===== src/rtl/mns_pkg.sv =====
package mns_pkg;

  localparam int SAMPLE_W    = 24;
  localparam int COUNT_W     = 6;
  localparam int MIN_SAMPLES = 3;
  localparam logic [COUNT_W-1:0] COUNT_RESET = 6'd3;

  // position and index fields cover blocks of up to 256 samples
  localparam int POS_W = 8;

  localparam int QUEUE_DEPTH = 2;
  localparam int QPTR_W      = $clog2(QUEUE_DEPTH);
  localparam int QCNT_W      = $clog2(QUEUE_DEPTH + 1);

  // one classified sample on its way from front to back
  typedef struct packed {
    logic signed [SAMPLE_W-1:0] sample;
    logic [POS_W-1:0]           pos;   // samples already held in the block
    logic [POS_W-1:0]           idx;   // median index, valid with last
    logic                       last;  // this sample completes the block
  } mns_word_t;

endpackage


===== src/rtl/mns_front.sv =====
module mns_front #(
  parameter int MAX_SAMPLES = 32
) (
  input  logic                                clk,
  input  logic                                rst,
  input  logic                                cfg_wr_en,
  input  logic [mns_pkg::COUNT_W-1:0]         cfg_wr_data,
  input  logic                                sample_valid,
  output logic                                sample_ready,
  input  logic signed [mns_pkg::SAMPLE_W-1:0] sample,
  input  logic                                q_full,
  output logic                                q_push,
  output mns_pkg::mns_word_t                  q_word
);
  import mns_pkg::*;

  localparam int CW = $clog2(MAX_SAMPLES + 1);

  logic [COUNT_W-1:0] sample_count;
  logic [CW-1:0]      filled;
  logic [CW-1:0]      filled_next;
  logic [CW-1:0]      n_eff;
  logic [CW-1:0]      pos;
  logic [CW-1:0]      pos_inc;
  logic               last;

  // clamp the configured count to the supported range
  always_comb begin
    if (sample_count < COUNT_W'(MIN_SAMPLES)) begin
      n_eff = CW'(MIN_SAMPLES);
    end else if (int'(sample_count) > MAX_SAMPLES) begin
      n_eff = CW'(MAX_SAMPLES);
    end else begin
      n_eff = CW'(sample_count);
    end
  end

  always_comb begin
    pos         = (filled >= CW'(MAX_SAMPLES - 1)) ? CW'(MAX_SAMPLES - 1) : filled;
    pos_inc     = pos + CW'(1);
    last        = (pos_inc >= n_eff);
    filled_next = last ? '0 : pos_inc;
  end

  assign sample_ready = !q_full && !rst;
  assign q_push       = sample_valid && sample_ready;

  always_comb begin
    q_word.sample = sample;
    q_word.pos    = POS_W'(pos);
    q_word.idx    = POS_W'(n_eff >> 1);
    q_word.last   = last;
  end

  always_ff @(posedge clk) begin
    if (rst) begin
      sample_count <= COUNT_RESET;
      filled       <= '0;
    end else begin
      if (cfg_wr_en) begin
        sample_count <= cfg_wr_data;
      end
      if (q_push) begin
        filled <= filled_next;
      end
    end
  end

endmodule


===== src/rtl/mns_queue.sv =====
module mns_queue (
  input  logic               clk,
  input  logic               rst,
  input  logic               push,
  input  mns_pkg::mns_word_t push_word,
  output logic               full,
  input  logic               pop,
  output logic               rd_valid,
  output mns_pkg::mns_word_t rd_word
);
  import mns_pkg::*;

  mns_word_t          entry [QUEUE_DEPTH];
  logic [QPTR_W-1:0]  wr_ptr;
  logic [QPTR_W-1:0]  rd_ptr;
  logic [QCNT_W-1:0]  count;

  assign full     = (count == QCNT_W'(QUEUE_DEPTH));
  assign rd_valid = (count != '0);
  assign rd_word  = entry[rd_ptr];

  function automatic logic [QPTR_W-1:0] ptr_inc(input logic [QPTR_W-1:0] p);
    ptr_inc = (p == QPTR_W'(QUEUE_DEPTH - 1)) ? '0 : p + QPTR_W'(1);
  endfunction

  always_ff @(posedge clk) begin
    if (push) begin
      entry[wr_ptr] <= push_word;
    end
  end

  always_ff @(posedge clk) begin
    if (rst) begin
      wr_ptr <= '0;
      rd_ptr <= '0;
      count  <= '0;
    end else begin
      if (push) begin
        wr_ptr <= ptr_inc(wr_ptr);
      end
      if (pop) begin
        rd_ptr <= ptr_inc(rd_ptr);
      end
      if (push && !pop) begin
        count <= count + QCNT_W'(1);
      end else if (pop && !push) begin
        count <= count - QCNT_W'(1);
      end
    end
  end

endmodule


===== src/rtl/mns_back.sv =====
module mns_back #(
  parameter int MAX_SAMPLES = 32
) (
  input  logic                                clk,
  input  logic                                rst,
  input  logic                                q_valid,
  input  mns_pkg::mns_word_t                  q_word,
  output logic                                q_pop,
  output logic                                median_valid,
  input  logic                                median_ready,
  output logic signed [mns_pkg::SAMPLE_W-1:0] median
);
  import mns_pkg::*;

  localparam int IW = $clog2(MAX_SAMPLES);

  logic signed [SAMPLE_W-1:0] slot [MAX_SAMPLES];
  logic [MAX_SAMPLES-1:0]     gt;
  logic [MAX_SAMPLES-1:0]     live;
  logic [MAX_SAMPLES-1:0]     in_reach;
  logic [IW-1:0]              p;
  logic                       pend;
  logic [IW-1:0]              rd_idx;
  logic                       out_free;

  assign p        = q_word.pos[IW-1:0];
  assign out_free = !median_valid || median_ready;
  // a finished block must be read out before the cells change again
  assign q_pop    = q_valid && (!pend || out_free);

  // sorted insertion cells: larger entries move up one, sample drops in the gap
  for (genvar i = 0; i < MAX_SAMPLES; i++) begin : g_slot
    assign gt[i]       = (slot[i] > q_word.sample);
    assign live[i]     = ((IW+1)'(i) <  {1'b0, p});
    assign in_reach[i] = ((IW+1)'(i) <= {1'b0, p});

    if (i == 0) begin : g_first
      always_ff @(posedge clk) begin
        if (q_pop && in_reach[i] && !(live[i] && !gt[i])) begin
          slot[i] <= q_word.sample;
        end
      end
    end else begin : g_rest
      always_ff @(posedge clk) begin
        if (q_pop && in_reach[i] && !(live[i] && !gt[i])) begin
          slot[i] <= (live[i-1] && gt[i-1]) ? slot[i-1] : q_word.sample;
        end
      end
    end
  end

  always_ff @(posedge clk) begin
    if (pend && out_free) begin
      median <= slot[rd_idx];
    end
    if (q_pop && q_word.last) begin
      rd_idx <= q_word.idx[IW-1:0];
    end
  end

  always_ff @(posedge clk) begin
    if (rst) begin
      pend         <= 1'b0;
      median_valid <= 1'b0;
    end else begin
      if (pend && out_free) begin
        median_valid <= 1'b1;
      end else if (median_ready) begin
        median_valid <= 1'b0;
      end
      if (q_pop && q_word.last) begin
        pend <= 1'b1;
      end else if (pend && out_free) begin
        pend <= 1'b0;
      end
    end
  end

endmodule


===== src/rtl/median_of_n_samples_unit.sv =====
// median of a block of n signed 24-bit converter samples
// input channel: sample_valid / sample_ready carry one sample word per transfer
// output channel: median_valid / median_ready carry one median word per block
// config: cfg_wr_en writes cfg_wr_data into sample_count (reset 3); counts below 3
//   act as 3 and counts above MAX_SAMPLES act as MAX_SAMPLES; write only while idle
// the front keeps the block fill count and tags each word with its slot and whether
//   it closes the block; a two-word queue hands words to the back
// the back is a row of sorted insertion cells, one sample placed per cycle, so the
//   sustained rate is one sample per clock unless a finished median awaits the receiver
// the median is registered in steps: the closing word is written into the queue,
//   inserted into the cells, then the median is read into the output register
// when the receiver stalls the median holds in its output register; the cells keep
//   taking the next block's samples until a second block completes, then the back
//   and queue fill and sample_ready drops
// reset (rst, synchronous): clears the fill count, the queue, any pending median and
//   sets sample_count to 3; cell contents are not cleared and never read unwritten
module median_of_n_samples_unit #(
  parameter int MAX_SAMPLES = 32
) (
  input  logic                                clk,
  input  logic                                rst,
  input  logic                                cfg_wr_en,
  input  logic [mns_pkg::COUNT_W-1:0]         cfg_wr_data,
  input  logic                                sample_valid,
  output logic                                sample_ready,
  input  logic signed [mns_pkg::SAMPLE_W-1:0] sample,
  output logic                                median_valid,
  input  logic                                median_ready,
  output logic signed [mns_pkg::SAMPLE_W-1:0] median
);
  import mns_pkg::*;

  // front to queue
  logic      q_push;
  logic      q_full;
  mns_word_t q_wr_word;

  // queue to back
  logic      q_valid;
  logic      q_pop;
  mns_word_t q_rd_word;

  mns_front #(
    .MAX_SAMPLES(MAX_SAMPLES)
  ) u_front (
    .clk          (clk),
    .rst          (rst),
    .cfg_wr_en    (cfg_wr_en),
    .cfg_wr_data  (cfg_wr_data),
    .sample_valid (sample_valid),
    .sample_ready (sample_ready),
    .sample       (sample),
    .q_full       (q_full),
    .q_push       (q_push),
    .q_word       (q_wr_word)
  );

  mns_queue u_queue (
    .clk       (clk),
    .rst       (rst),
    .push      (q_push),
    .push_word (q_wr_word),
    .full      (q_full),
    .pop       (q_pop),
    .rd_valid  (q_valid),
    .rd_word   (q_rd_word)
  );

  mns_back #(
    .MAX_SAMPLES(MAX_SAMPLES)
  ) u_back (
    .clk          (clk),
    .rst          (rst),
    .q_valid      (q_valid),
    .q_word       (q_rd_word),
    .q_pop        (q_pop),
    .median_valid (median_valid),
    .median_ready (median_ready),
    .median       (median)
  );

endmodule


===== config.mk =====
export PLATFORM = sky130hd
export DESIGN_NAME = median_of_n_samples_unit
export DESIGN_NICKNAME = d
export VERILOG_FILES = /design/src/rtl/mns_pkg.sv /design/src/rtl/mns_front.sv /design/src/rtl/mns_queue.sv /design/src/rtl/mns_back.sv /design/src/rtl/median_of_n_samples_unit.sv
export SDC_FILE = /design/constraint.sdc
export NUM_CORES = 2
export LEC_CHECK = 0
export BUFFER_PORTS_ARGS = -buffer_cell sky130_fd_sc_hd__buf_4
export CORE_ASPECT_RATIO = 1.2
export CORE_MARGIN = 2
export CORE_UTILIZATION = 60
export DETAILED_ROUTE_END_ITERATION = 8
export PLACE_DENSITY_LB_ADDON = 0.08
export SLEW_MARGIN = 20
export SYNTH_ARGS = -nofsm -noshare
export SYNTH_HDL_FRONTEND = slang
export SYNTH_SLANG_ARGS = --single-unit
export TNS_END_PERCENT = 30

===== constraint.sdc =====
create_clock -name clk -period 7.4 [get_ports clk]
set_clock_uncertainty 0.05 [all_clocks]
set_input_delay 1.48 -clock clk [delete_from_list [all_inputs] [get_ports clk]]
set_output_delay 1.48 -clock clk [all_outputs]
set_load 0.005 [all_outputs]

==> flow_metrics.tcl <==
set metrics [dict create \
    status "finished clean" \
    htree_levels 3 \
    p_sw_mw 11.9 \
    grt_pass1_wl_um 288000 \
    multiInputGateArea_sq_um 34100 \
    place_congestion 0.960 \
    synth.most_common_cell "edfxtp_1" \
    syn_area_per_cell_sq_um 13.2 \
    end_kind "flip-flop" \
    drc_errors 0 \
    p_clk_share_pct 17.4 \
    fin_util_pct 66.5 \
    die_x_um 296 \
    clkTransAtPathRegs_ns 0.06 \
    hold_buffers 0 \
    cp.arrival_ns 6.95 \
    cp_common_cell "buf_4" \
    fin_cells 6159 \
    async_flop_share_pct 0 \
    drive_gt1_share_pct 28.6 \
    worstMarginPinSlew_ns 1.14 \
    cts_buffer_depth 3 \
    first_iter_violations 4190 \
    yosysUniqueCellTypes 93 \
    syn_area_sq_um 61500 \
    p_int_mw 17.5 \
    yosysTopAreaCellShare_pct 42.3 \
    register_area_sq_um 26400 \
    nFillCells 7660 \
    p_seq_share_pct 31.8 \
    rows 128 \
    setup_viol 0 \
    netlist_instances 4662 \
    numCtsBuffers 96 \
    yosysTopAreaCell "edfxtp_1" \
    die_area_sq_um 105000 \
    hp-start "u_front.sample_count[1]$_SDFFE_PP1P_" \
    critical_path_class "reg -> reg" \
    nets 5498 \
    synth_area_leaders "edfxtp_1 42%, ha_1 15%, mux2_2 12%, mux4_2 8.8%, a21oi_1 2.9%" \
    fin_crit_sh_pct 89.4 \
    required_ns 7.73 \
    worst_r2r_path_depth 11 \
    wl_per_cell_um 32.2 \
    r2r-end "u_back.slot[7][13]$_DFFE_PP_" \
    start_util_pct 60.5 \
    max-cap-violations 0 \
    drt_wl_total_um 198000 \
    cp.buffers_inverters 3 \
    whs_endpoint "u_front.sample_count[1]$_SDFFE_PP1P_" \
    port_buffers 60 \
    p_comb_share_pct 50.8 \
    reg2reg_slack_ns 0.78 \
    cpLargestDelayFamily "multiplexers" \
    ys_seq_elements 886 \
    power_density_nw_per_um2 436 \
    clk_latency_ns 0.74 \
    ys_seq_area_share_pct 43.0 \
    crit_path_max_fanout 29 \
    dieHeight_um 355 \
    leakage_nw 24.8 \
    tns_ns 0 \
    synth_common_cells "867 x edfxtp_1, 752 x ha_1, 638 x mux2_2" \
    hold_viol_final 0 \
    period_minus_slack_ns 6.62 \
    dr.pass1.iters 5 \
    grt_usage_pct 37.8 \
    dp_cells 5976 \
    max_slew_margin_pct 22.5 \
    crit_slowest_cell "dfxtp_4" \
    cts_tree "done" \
    via_per_inst 7.14 \
    hpwl_um 148000 \
    antenna_found_initial 7 \
    min_delay_path_depth 2 \
    cts-resized-gates 0 \
    syn_nets 5449 \
    io_pins 61 \
    power.share.switching_pct 40.6 \
    slew_viol_final 0 \
    grt_pass1_vias 43600 \
    cts_setup_buffers 0 \
    hold_class "reg -> reg" \
    synth_edf_count 867 \
    start_kind "flip-flop" \
    dr_total_vias 44000 \
    grt_max_degree 110 \
    ys_warn_count 0 \
    max-vdd-ir-drop_mv 0.427 \
    coreArea_sq_um 102000 \
    synth-main-ff-cell "edfxtp_1" \
    clock.fmax_mhz 151 \
    path_cells "buf_4 > mux2i_4 > buf_4 > ha_1 > nand4_1 > nor4_1 > o311ai_0 > and4_1 > mux2i_4 > o21a_1 > buf_4" \
    area_delta_synth_final_pct 9.82 \
    critPathMaxStageDelay_ns 0.86 \
    clock_sinks 886 \
    rsz0062_at_grt "no" \
    p_total_mw 29.4 \
    grt-ovfl-total 0 \
    ant_nets 0 \
    clock-root-buffer "clkbuf_16" \
]
-- how the worst max path moves through the flow --
| stage | startpoint | endpoint | slack (ns) | depth (start not counted) |
|---|---|---|---|---|
| floorplan | flip-flop | u_back.slot[27][0]$_DFFE_PP_ | 0.81 | 15 |
| global placement | flip-flop | u_back.slot[14][3]$_DFFE_PP_ | 0.71 | 11 |
| detailed placement | flip-flop | u_back.slot[7][2]$_DFFE_PP_ | 0.84 | 11 |
| CTS | flip-flop | u_back.slot[7][13]$_DFFE_PP_ | 0.81 | 11 |
| global route | flip-flop | u_back.slot[7][6]$_DFFE_PP_ | 0.66 | 11 |
| finish | flip-flop | u_back.slot[7][13]$_DFFE_PP_ | 0.78 | 11 |
-- area by class of cell --
class / instances / area share (%)
diodes: 1 / 0.00371
clock buffers: 119 / 3.79
clock inverters: 61 / 1.03
inverters: 98 / 0.545
multi-input cells: 3422 / 50.4
flip-flops and latches: 886 / 39.1
well taps: 1365 / 2.53
repair buffers: 207 / 2.52
-- per-stage QoR --
stage | area, sq um | hold slack, ns | setup slack (ns)
3_3_place_gp | 64200 | 0.423 | 0.714
5_1_grt | 67500 | 0.442 | 0.655
4_1_cts | 67500 | 0.439 | 0.815
2_1_floorplan | 61500 | 0.385 | 0.811
6_report | 67500 | 0.435 | 0.781
3_5_place_dp | 64200 | 0.423 | 0.838
-- power groups by stage --
stage	Sequential, mW	Combinational, mW	Clock, mW
after floorplan	8.71	10.3	0
after global placement	9.33	14.2	0
after detailed placement	9.34	14.6	0
after CTS	9.26	14.7	5.16
after global routing	9.42	16.0	5.35
final	9.34	14.9	5.12
-- worst reg2reg max path, cell delays in order, from the launching register on --
cell	delay [ns]
dfxtp_4	0.86
buf_4	0.49
mux2i_4	0.71
buf_4	0.41
ha_1	0.29
nand4_1	0.19
nor4_1	0.86
o311ai_0	0.59
and4_1	0.35
mux2i_4	0.85
o21a_1	0.24
buf_4	0.38
-- layer usage --
metal  global-route usage, %  share of wire, %  up-vias
li1                        -                 -    19100
met1                    43.6                35    22300
met2                    64.4                50     2073
met3                    4.65               6.5      556
met4                    27.7               8.5        4
met5                       0            0.0081        -
-- kinds of logic (layout without fill, tap and decap cells) --
family,count (synthesis),after routing,synth area share [%]
adder cells (fa/ha/maj),752,752,15.3
flip-flops,886,886,43.0
XOR/XNOR,8,8,0.114
buffers and inverters,354,485,2.56
AND/OR/NAND/NOR,768,768,6.59
AO/OA/AOI/OAI,878,878,9.45
multiplexers,1016,1016,23.0
other,0,1,0
-- state kept, by name, summed over array words and instances (netlist names), named ones only --
signal / count
u_back.slot: 768
u_queue.entry: 70
u_back.median: 24
u_front.filled: 6
u_front.sample_count: 6
u_back.rd_idx: 5
u_queue.count: 2
u_back.median_valid: 1
u_back.pend: 1
u_queue.rd_ptr: 1
u_queue.wr_ptr: 1
-- cell usage in the layout, fill, tap and decap left out, types with 104 or more instances in the layout --
| cell | instances |
|---|---|
| a21oi_1 | 343 |
| buf_4 | 195 |
| edfxtp_1 | 867 |
| ha_1 | 752 |
| mux2_2 | 638 |
| mux4_2 | 240 |
| nand2_1 | 160 |
| nand3_1 | 104 |
| nand4_1 | 147 |
| nor2_1 | 118 |
No activity file was read; power rests on OpenSTA's default activity.
